===== src/hdl/mtk_pkg.sv =====
`default_nettype none
// ----------------------------------------------------------------------------
// mtk_pkg
// Types, constants and the letter table shared by the multi-tap key entry unit
// and its channel interfaces.
// ----------------------------------------------------------------------------
package mtk_pkg;

   localparam int CMD_W      = 2;
   localparam int KEY_W      = 3;
   localparam int PRESS_W    = 2;
   localparam int WAIT_W     = 4;
   localparam int LEN_W      = 4;
   localparam int CHAR_W     = 8;
   localparam int TIMEOUT_W  = 4;

   localparam logic [LEN_W-1:0]     MAX_WORD        = 4'd10;
   localparam logic [TIMEOUT_W-1:0] TIMEOUT_RESET   = 4'd4;
   localparam logic [TIMEOUT_W-1:0] TIMEOUT_MIN     = 4'd1;

   localparam logic [CMD_W-1:0] CMD_TICK   = 2'd0;
   localparam logic [CMD_W-1:0] CMD_KEY    = 2'd1;
   localparam logic [CMD_W-1:0] CMD_SUBMIT = 2'd2;

   localparam logic [KEY_W-1:0]   KEY_NONE    = 3'd0;
   localparam logic [KEY_W-1:0]   KEY_ERASE   = 3'd7;
   localparam logic [PRESS_W-1:0] ERASE_PRESS = 2'd2;

   localparam logic [CHAR_W-1:0] CHAR_A     = 8'h61;
   localparam logic [CHAR_W-1:0] CHAR_E     = 8'h65;
   localparam logic [CHAR_W-1:0] CHAR_I     = 8'h69;
   localparam logic [CHAR_W-1:0] CHAR_M     = 8'h6D;
   localparam logic [CHAR_W-1:0] CHAR_Q     = 8'h71;
   localparam logic [CHAR_W-1:0] CHAR_U     = 8'h75;
   localparam logic [CHAR_W-1:0] CHAR_Y     = 8'h79;
   localparam logic [CHAR_W-1:0] CHAR_SPACE = 8'h20;
   localparam logic [CHAR_W-1:0] CHAR_NUL   = 8'h00;

   typedef struct packed {
      logic [LEN_W-1:0]  write_pos;
      logic [CHAR_W-1:0] char_code;
      logic              commits;
      logic              overflow;
      logic [LEN_W-1:0]  word_length;
      logic              last;
   } rsp_payload_type;

   // Letter shown for a key after a given number of repeat presses
   function automatic logic [CHAR_W-1:0] letter_of(input logic [KEY_W-1:0]   key,
                                                   input logic [PRESS_W-1:0] press);
      logic [CHAR_W-1:0] base;
      unique case (key)
         3'd1:    base = CHAR_A;
         3'd2:    base = CHAR_E;
         3'd3:    base = CHAR_I;
         3'd4:    base = CHAR_M;
         3'd5:    base = CHAR_Q;
         3'd6:    base = CHAR_U;
         3'd7:    base = CHAR_Y;
         default: base = CHAR_NUL;
      endcase
      return base + {{(CHAR_W-PRESS_W){1'b0}}, press};
   endfunction

endpackage
`default_nettype wire


===== src/hdl/mtk_if.sv =====
`default_nettype none
// ----------------------------------------------------------------------------
// mtk_if
// Valid/ready channel interfaces: key events in, display writes out, and the
// timeout register write port.
// ----------------------------------------------------------------------------
interface mtk_req_if import mtk_pkg::*; ();
   logic             valid;
   logic             ready;
   logic [CMD_W-1:0] cmd;
   logic [KEY_W-1:0] key_number;

   modport source (output valid, cmd, key_number, input ready);
   modport sink   (input valid, cmd, key_number, output ready);
endinterface

interface mtk_rsp_if import mtk_pkg::*; ();
   logic              valid;
   logic              ready;
   logic [LEN_W-1:0]  write_pos;
   logic [CHAR_W-1:0] char_code;
   logic              commits;
   logic              overflow;
   logic [LEN_W-1:0]  word_length;
   logic              last;

   modport source (output valid, write_pos, char_code, commits, overflow, word_length, last,
                   input ready);
   modport sink   (input valid, write_pos, char_code, commits, overflow, word_length, last,
                   output ready);
endinterface

interface mtk_csr_if import mtk_pkg::*; ();
   logic                 valid;
   logic                 ready;
   logic [TIMEOUT_W-1:0] data;

   modport source (output valid, data, input ready);
   modport sink   (input valid, data, output ready);
endinterface
`default_nettype wire


===== src/hdl/multi_tap_key_entry_unit.sv =====
`default_nettype none
// ----------------------------------------------------------------------------
// multi_tap_key_entry_unit
// Multi-tap text entry from seven letter keys with timeout commit and erase.
// ----------------------------------------------------------------------------
// Each accepted event (tick, key press or submit) is decoded in the cycle it
// is taken and produces zero, one or two display writes, which go into a
// four-entry result queue. The queue hands out one write per cycle while
// rsp.ready is high; an event that makes two writes (key switch with commit,
// or erase) takes longer to drain than others. req.ready stays high while
// at most two writes are queued, so events keep flowing while the display
// side stalls briefly. The timeout register port is always ready.
module multi_tap_key_entry_unit import mtk_pkg::*; (
   input wire logic   clock,
   input wire logic   reset,
   mtk_req_if.sink    req,
   mtk_rsp_if.source  rsp,
   mtk_csr_if.sink    csr
);

   localparam int QDEPTH = 4;
   localparam int QPTR_W = $clog2(QDEPTH);
   localparam int QCNT_W = QPTR_W + 1;

   logic [TIMEOUT_W-1:0] timeout_ff;
   logic [KEY_W-1:0]     pend_key_ff, pend_key_in;
   logic [PRESS_W-1:0]   press_ff, press_in;
   logic [WAIT_W-1:0]    wait_ff, wait_in;
   logic [LEN_W-1:0]     len_ff, len_in;

   rsp_payload_type      queue_ff [QDEPTH];
   logic [QPTR_W-1:0]    wr_ptr_ff, rd_ptr_ff;
   logic [QCNT_W-1:0]    count_ff, count_in;

   logic                 req_xfer, rsp_xfer;
   logic [1:0]           n_res;
   rsp_payload_type      res0, res1, commit_res;

   logic [TIMEOUT_W-1:0] limit;
   logic [WAIT_W-1:0]    wait_inc;
   logic                 com_ovf;
   logic [LEN_W-1:0]     com_len;
   logic                 sw;
   logic                 erase;
   logic [PRESS_W-1:0]   press_new;
   logic [LEN_W-1:0]     len1, len_dec;

   assign csr.ready = 1'b1;
   assign req.ready = (count_ff <= QCNT_W'(QDEPTH - 2));
   assign req_xfer  = req.valid && req.ready;
   assign rsp_xfer  = rsp.valid && rsp.ready;

   always_comb begin
      limit    = (timeout_ff == '0) ? TIMEOUT_MIN : timeout_ff;
      wait_inc = wait_ff + 1'b1;
      com_ovf  = (len_ff >= MAX_WORD);
      com_len  = com_ovf ? len_ff : len_ff + 1'b1;

      commit_res.write_pos   = len_ff;
      commit_res.char_code   = letter_of(pend_key_ff, press_ff);
      commit_res.commits     = !com_ovf;
      commit_res.overflow    = com_ovf;
      commit_res.word_length = com_len;
      commit_res.last        = 1'b0;

      // a different key commits the pending letter first
      sw        = (pend_key_ff != KEY_NONE) && (pend_key_ff != req.key_number);
      press_new = (pend_key_ff == req.key_number) ? press_ff + 1'b1 : '0;
      len1      = sw ? com_len : len_ff;
      len_dec   = (len1 == '0) ? '0 : len1 - 1'b1;
      erase     = (req.key_number == KEY_ERASE) && (press_new >= ERASE_PRESS);

      pend_key_in = pend_key_ff;
      press_in    = press_ff;
      wait_in     = wait_ff;
      len_in      = len_ff;
      res0        = '0;
      res1        = '0;
      n_res       = 2'd0;

      if (req_xfer) begin
         unique case (req.cmd)
            CMD_TICK: begin
               if (pend_key_ff != KEY_NONE) begin
                  if (wait_inc >= limit) begin
                     res0        = commit_res;
                     n_res       = 2'd1;
                     len_in      = com_len;
                     pend_key_in = KEY_NONE;
                     press_in    = '0;
                     wait_in     = '0;
                  end else begin
                     wait_in = wait_inc;
                  end
               end
            end
            CMD_KEY: begin
               if (req.key_number != KEY_NONE) begin
                  wait_in = '0;
                  if (erase) begin
                     // clear the preview, then step back over the last letter
                     res0        = '{len1, CHAR_SPACE, 1'b0, 1'b0, len1, 1'b0};
                     res1        = '{len_dec, CHAR_SPACE, 1'b0, 1'b0, len_dec, 1'b0};
                     n_res       = 2'd2;
                     len_in      = len_dec;
                     pend_key_in = KEY_NONE;
                     press_in    = '0;
                  end else begin
                     pend_key_in = req.key_number;
                     press_in    = press_new;
                     len_in      = len1;
                     if (sw) begin
                        res0  = commit_res;
                        res1  = '{len1, letter_of(req.key_number, press_new), 1'b0, 1'b0,
                                  len1, 1'b0};
                        n_res = 2'd2;
                     end else begin
                        res0  = '{len1, letter_of(req.key_number, press_new), 1'b0, 1'b0,
                                  len1, 1'b0};
                        n_res = 2'd1;
                     end
                  end
               end
            end
            CMD_SUBMIT: begin
               len_in = '0;
            end
            default: begin
            end
         endcase
      end

      if (n_res == 2'd1) begin
         res0.last = 1'b1;
      end
      if (n_res == 2'd2) begin
         res1.last = 1'b1;
      end

      count_in = count_ff + QCNT_W'(n_res) - QCNT_W'(rsp_xfer);
   end

   always_ff @(posedge clock) begin
      if (reset) begin
         timeout_ff  <= TIMEOUT_RESET;
         pend_key_ff <= KEY_NONE;
         press_ff    <= '0;
         wait_ff     <= '0;
         len_ff      <= '0;
         wr_ptr_ff   <= '0;
         rd_ptr_ff   <= '0;
         count_ff    <= '0;
      end else begin
         if (csr.valid && csr.ready) begin
            timeout_ff <= csr.data;
         end
         pend_key_ff <= pend_key_in;
         press_ff    <= press_in;
         wait_ff     <= wait_in;
         len_ff      <= len_in;
         wr_ptr_ff   <= wr_ptr_ff + QPTR_W'(n_res);
         count_ff    <= count_in;
         if (rsp_xfer) begin
            rd_ptr_ff <= rd_ptr_ff + 1'b1;
         end
      end
   end

   // result queue storage
   always_ff @(posedge clock) begin
      if (n_res != 2'd0) begin
         queue_ff[wr_ptr_ff] <= res0;
      end
      if (n_res == 2'd2) begin
         queue_ff[wr_ptr_ff + 1'b1] <= res1;
      end
   end

   assign rsp.valid       = (count_ff != '0);
   assign rsp.write_pos   = queue_ff[rd_ptr_ff].write_pos;
   assign rsp.char_code   = queue_ff[rd_ptr_ff].char_code;
   assign rsp.commits     = queue_ff[rd_ptr_ff].commits;
   assign rsp.overflow    = queue_ff[rd_ptr_ff].overflow;
   assign rsp.word_length = queue_ff[rd_ptr_ff].word_length;
   assign rsp.last        = queue_ff[rd_ptr_ff].last;

endmodule
`default_nettype wire

===== src/flat_wrapper.sv =====
// flat-port wrapper written by rule: the top's interface ports become plain ports
module multi_tap_key_entry_unit_flat import mtk_pkg::*;
  (clock, reset, req_valid, req_cmd, req_key_number, req_ready, rsp_valid, rsp_write_pos, rsp_char_code, rsp_commits, rsp_overflow, rsp_word_length, rsp_last, rsp_ready, csr_valid, csr_data, csr_ready);
  mtk_req_if req_i ();
  mtk_rsp_if rsp_i ();
  mtk_csr_if csr_i ();
  input wire logic clock;
  input wire logic reset;
  input wire logic [$bits(req_i.valid)-1:0] req_valid;
  input wire logic [$bits(req_i.cmd)-1:0] req_cmd;
  input wire logic [$bits(req_i.key_number)-1:0] req_key_number;
  output wire logic [$bits(req_i.ready)-1:0] req_ready;
  output wire logic [$bits(rsp_i.valid)-1:0] rsp_valid;
  output wire logic [$bits(rsp_i.write_pos)-1:0] rsp_write_pos;
  output wire logic [$bits(rsp_i.char_code)-1:0] rsp_char_code;
  output wire logic [$bits(rsp_i.commits)-1:0] rsp_commits;
  output wire logic [$bits(rsp_i.overflow)-1:0] rsp_overflow;
  output wire logic [$bits(rsp_i.word_length)-1:0] rsp_word_length;
  output wire logic [$bits(rsp_i.last)-1:0] rsp_last;
  input wire logic [$bits(rsp_i.ready)-1:0] rsp_ready;
  input wire logic [$bits(csr_i.valid)-1:0] csr_valid;
  input wire logic [$bits(csr_i.data)-1:0] csr_data;
  output wire logic [$bits(csr_i.ready)-1:0] csr_ready;
  assign req_i.valid = req_valid;
  assign req_i.cmd = req_cmd;
  assign req_i.key_number = req_key_number;
  assign req_ready = req_i.ready;
  assign rsp_valid = rsp_i.valid;
  assign rsp_write_pos = rsp_i.write_pos;
  assign rsp_char_code = rsp_i.char_code;
  assign rsp_commits = rsp_i.commits;
  assign rsp_overflow = rsp_i.overflow;
  assign rsp_word_length = rsp_i.word_length;
  assign rsp_last = rsp_i.last;
  assign rsp_i.ready = rsp_ready;
  assign csr_i.valid = csr_valid;
  assign csr_i.data = csr_data;
  assign csr_ready = csr_i.ready;
  multi_tap_key_entry_unit u_core (.clock(clock), .reset(reset), .req(req_i), .rsp(rsp_i), .csr(csr_i));
endmodule

===== config.mk =====
export PLATFORM = sky130hd
export DESIGN_NAME = multi_tap_key_entry_unit_flat
export DESIGN_NICKNAME = d
export VERILOG_FILES = /design/src/hdl/mtk_pkg.sv /design/src/hdl/mtk_if.sv /design/src/hdl/multi_tap_key_entry_unit.sv /design/src/flat_wrapper.sv
export SDC_FILE = /design/constraint.sdc
export NUM_CORES = 1
export LEC_CHECK = 0
export BUFFER_PORTS_ARGS = -buffer_cell sky130_fd_sc_hd__buf_2
export CORE_MARGIN = 1
export CORE_UTILIZATION = 35
export CTS_BUF_LIST = sky130_fd_sc_hd__clkbuf_8
export CTS_CLUSTER_DIAMETER = 150
export DETAILED_ROUTE_END_ITERATION = 8
export PLACE_DENSITY = 0.61
export SLEW_MARGIN = 0
export SYNTH_ARGS = -nofsm -noshare
export SYNTH_HDL_FRONTEND = slang
export SYNTH_SLANG_ARGS = --single-unit
export TNS_END_PERCENT = 50

===== constraint.sdc =====
create_clock -name clock -period 4.5 [get_ports clock]
set_clock_uncertainty 0.1 [all_clocks]
set_input_delay 0.9 -clock clock [delete_from_list [all_inputs] [get_ports clock]]
set_output_delay 0.9 -clock clock [all_outputs]
set_load 0.05 [all_outputs]

==> summary.md <==
| Metric | Value |
|---|---|
| Status | `completed` |
| Sink Count | `102` |
| Starting density of the core | `36.0%` |
| Yosys top cell area share | `37.0%` |
| Post-synthesis compound-gate area fraction | `17.0%` |
| Xor/xnor cell area share of the yosys netlist | `2.70%` |
| Routed len/inst | `19.1 microns` |
| Main area contributors after synthesis | `edfxtp_1, dfxtp_1, mux4_2` |
| Post-synth EDFFs | `68` |
| Post-route ant nets | `0` |
| Worst Path Required | `4.47 ns` |
| Tot Pwr | `2500 uW` |
| Die area | `16300 sq um` |
| Clock latency on the worst-skew pair | `0.38 ns` |
| Post-synthesis async set-or-reset flop share | `0%` |
| Clock root buffer | `clkbuf_8` |
| Io pins | `36` |
| Mux share of post-synthesis cell area | `9.00%` |
| First-pass GRT wire length | `23200 microns` |
| Power density cells | `403 nW/um^2` |
| Crit path capture type | `flip-flop` |
| Largest vdd supply drop | `0.163 mV` |
| Synthesized area | `5520 sq um` |
| Post-CTS resize count | `0` |
| Synth Warn # | `0` |
| Largest net degree at the start of global routing | `26` |
| Top FF cell, synth | `edfxtp_1` |
| Commonest cells in the netlist | `edfxtp_1, o22ai_1, nand2_1, nor2_1, dfxtp_1` |
| Hold Path Class | `flip-flop to flip-flop` |
| WL final | `14500 microns` |
| Setup TNS | `0 ns` |
| CTS max path bufs | `2` |
| Vias per inst | `5.72` |
| Postcts setup bufs | `0` |
| Final #Nets | `575` |
| Critical Path AT | `3.74 ns` |
| Gr usage total | `18.7%` |
| # DRC | `0` |
| CTS Hold Bufs | `0` |
| CTS clk-pin slew, worst paths | `0.10 ns` |
| Die width | `128 microns` |
| Cell with the most instances after synthesis | `edfxtp_1` |
| RSZ-0062 raised after global routing | `no` |
| Syn Inst Count | `510` |
| Final-report max-slew violation count | `0` |
| CTS tree | `built` |
| Cell variety after synth | `63` |
| Adder-cell share of the synthesized area | `4.22%` |
| Kind of critical path | `input pin to flip-flop` |
| Core area | `15300 sq um` |
| Via count | `4343` |
| Vias in the first global route | `4329` |
| Die height | `128 microns` |
| Largest family of logic cells by synthesized area | `compound AO/OA/AOI/OAI gates` |
| Grt ovf | `0` |
| Synth Area per Inst | `10.8 sq um` |
| CP max FO | `15` |
| Layout cells sized above 1 | `19.0%` |
| Fin crit share | `83.6%` |
| Fmax | `0.266 GHz` |
| Leak | `0.00210 uW` |
| Hpwl dp | `10000 microns` |
| Area Overhead vs Synth | `12.4%` |
| Pre-CTS setup slack | `0.386 ns` |
| Synth Area in Simple Gates | `13.7%` |
| Top cell type by total area after synthesis | `edfxtp_1` |
| Slew @ Worst Pin | `1.03 ns` |
| Pre-antenna DRT Iters | `6` |
| Initial DRC Count | `381` |
| Placer Congestion | `0.871` |
| Port bufs | `34` |
| Register area share after synthesis | `49.3%` |
| Seq cells post-synth | `102` |
| Row Count | `45` |
| Max cap viols | `0` |
| H-Tree Depth | `3` |
| PnR worst setup slack | `0.737 ns` |
| Final setup vio count | `0` |
| Final Hold Fails | `0` |
| Antenna violations before repair | `0` |
| Startpoint class of the critical path | `input pin` |
| Worst relative slew slack | `31.0%` |
| # diodes | `0` |
| Post-layout minimum cycle time | `3.76 ns` |
| CTS Buf Count | `9` |
## critical path: stages
cell	delay, ns
buf_2	0.21
xor2_1	0.18
nor4_2	0.56
nand2b_1	0.37
a21boi_2	0.41
nand3_1	0.46
nand2_1	0.32
buf_4	0.31
## through the flow
step	cells	cell area [sq um]	hold WS [ns]	util [%]
after floorplan	513	5530	0.338	-
after global placement	743	5960	0.353	38.9
after detailed placement	743	5960	0.362	38.9
after CTS	759	6200	0.384	40.5
after global routing	759	6200	0.425	40.5
final	759	6200	0.379	40.5
## flip-flops by register name, indices dropped and copies added, names as in the netlist, named ones only
signal              count
u_core.queue_ff        76
u_core.timeout_ff       4
u_core.wait_ff          4
u_core.press_ff         2
u_core.rd_ptr_ff        2
u_core.len_ff           4
u_core.wr_ptr_ff        2
u_core.pend_key_ff      3
u_core.count_ff         3
## routing by layer
layer,global-route usage [%],wire length (microns),vias up
li1,-,-,2009
met1,23.9,6370,2159
met2,31.2,6980,145
met3,3.64,766,30
met4,7.68,418,0
met5,0,0,-
## report_power, final
group          total, uW  switching, uW  internal (uW)
logic                743            486            257
clock network        685            359            326
registers           1070           44.2           1030
total               2500            890           1610
## worst paths after layout
kind                                            from                                 end  slack [ns]  depth (start not counted)
hold reg to reg   u_core.queue_ff[2][6]$_SDFFE_PP0N_  u_core.queue_ff[2][6]$_SDFFE_PP0N_        0.38                          2
hold / removal    u_core.queue_ff[2][6]$_SDFFE_PP0N_  u_core.queue_ff[2][6]$_SDFFE_PP0N_        0.38                          2
setup / recovery                   req_key_number[1]    u_core.queue_ff[3][12]$_DFFE_PP_        0.74                          8
setup reg to reg  u_core.pend_key_ff[1]$_SDFFE_PP0P_    u_core.queue_ff[3][12]$_DFFE_PP_        0.88                          7
## cell families (layout without fill, tap and decap cells)
group,after synthesis,after routing
adder cells (fa/ha/maj),18,18
AO/OA/AOI/OAI,141,141
AND/OR/NAND/NOR,153,153
XOR/XNOR,17,17
multiplexers,25,25
flip-flops,102,102
buffers and inverters,52,87
other,2,5
## placed cells by master (no fill, tap or decap), types with 11 or more instances in the layout
cell	Yosys	layout
a21oi_1	15	15
a22oi_1	11	11
buf_2	6	34
buf_4	2	21
dfxtp_1	34	34
edfxtp_1	68	68
ha_1	17	17
inv_1	16	16
mux4_2	19	19
nand2_1	40	40
nand2b_1	11	11
nand3_1	27	27
nor2_1	36	36
o21ai_0	31	31
o22ai_1	50	50
## layout make-up
class | instances | area, sq um
well taps | 211 | 264
clock buffers | 9 | 124
multi-input cells | 359 | 2590
flip-flops and latches | 102 | 2720
repair buffers | 55 | 328
clock inverters | 7 | 113
fillers | 1517 | 9110
inverters | 16 | 60.1
Note: power is estimated with default switching activity, not from simulation.
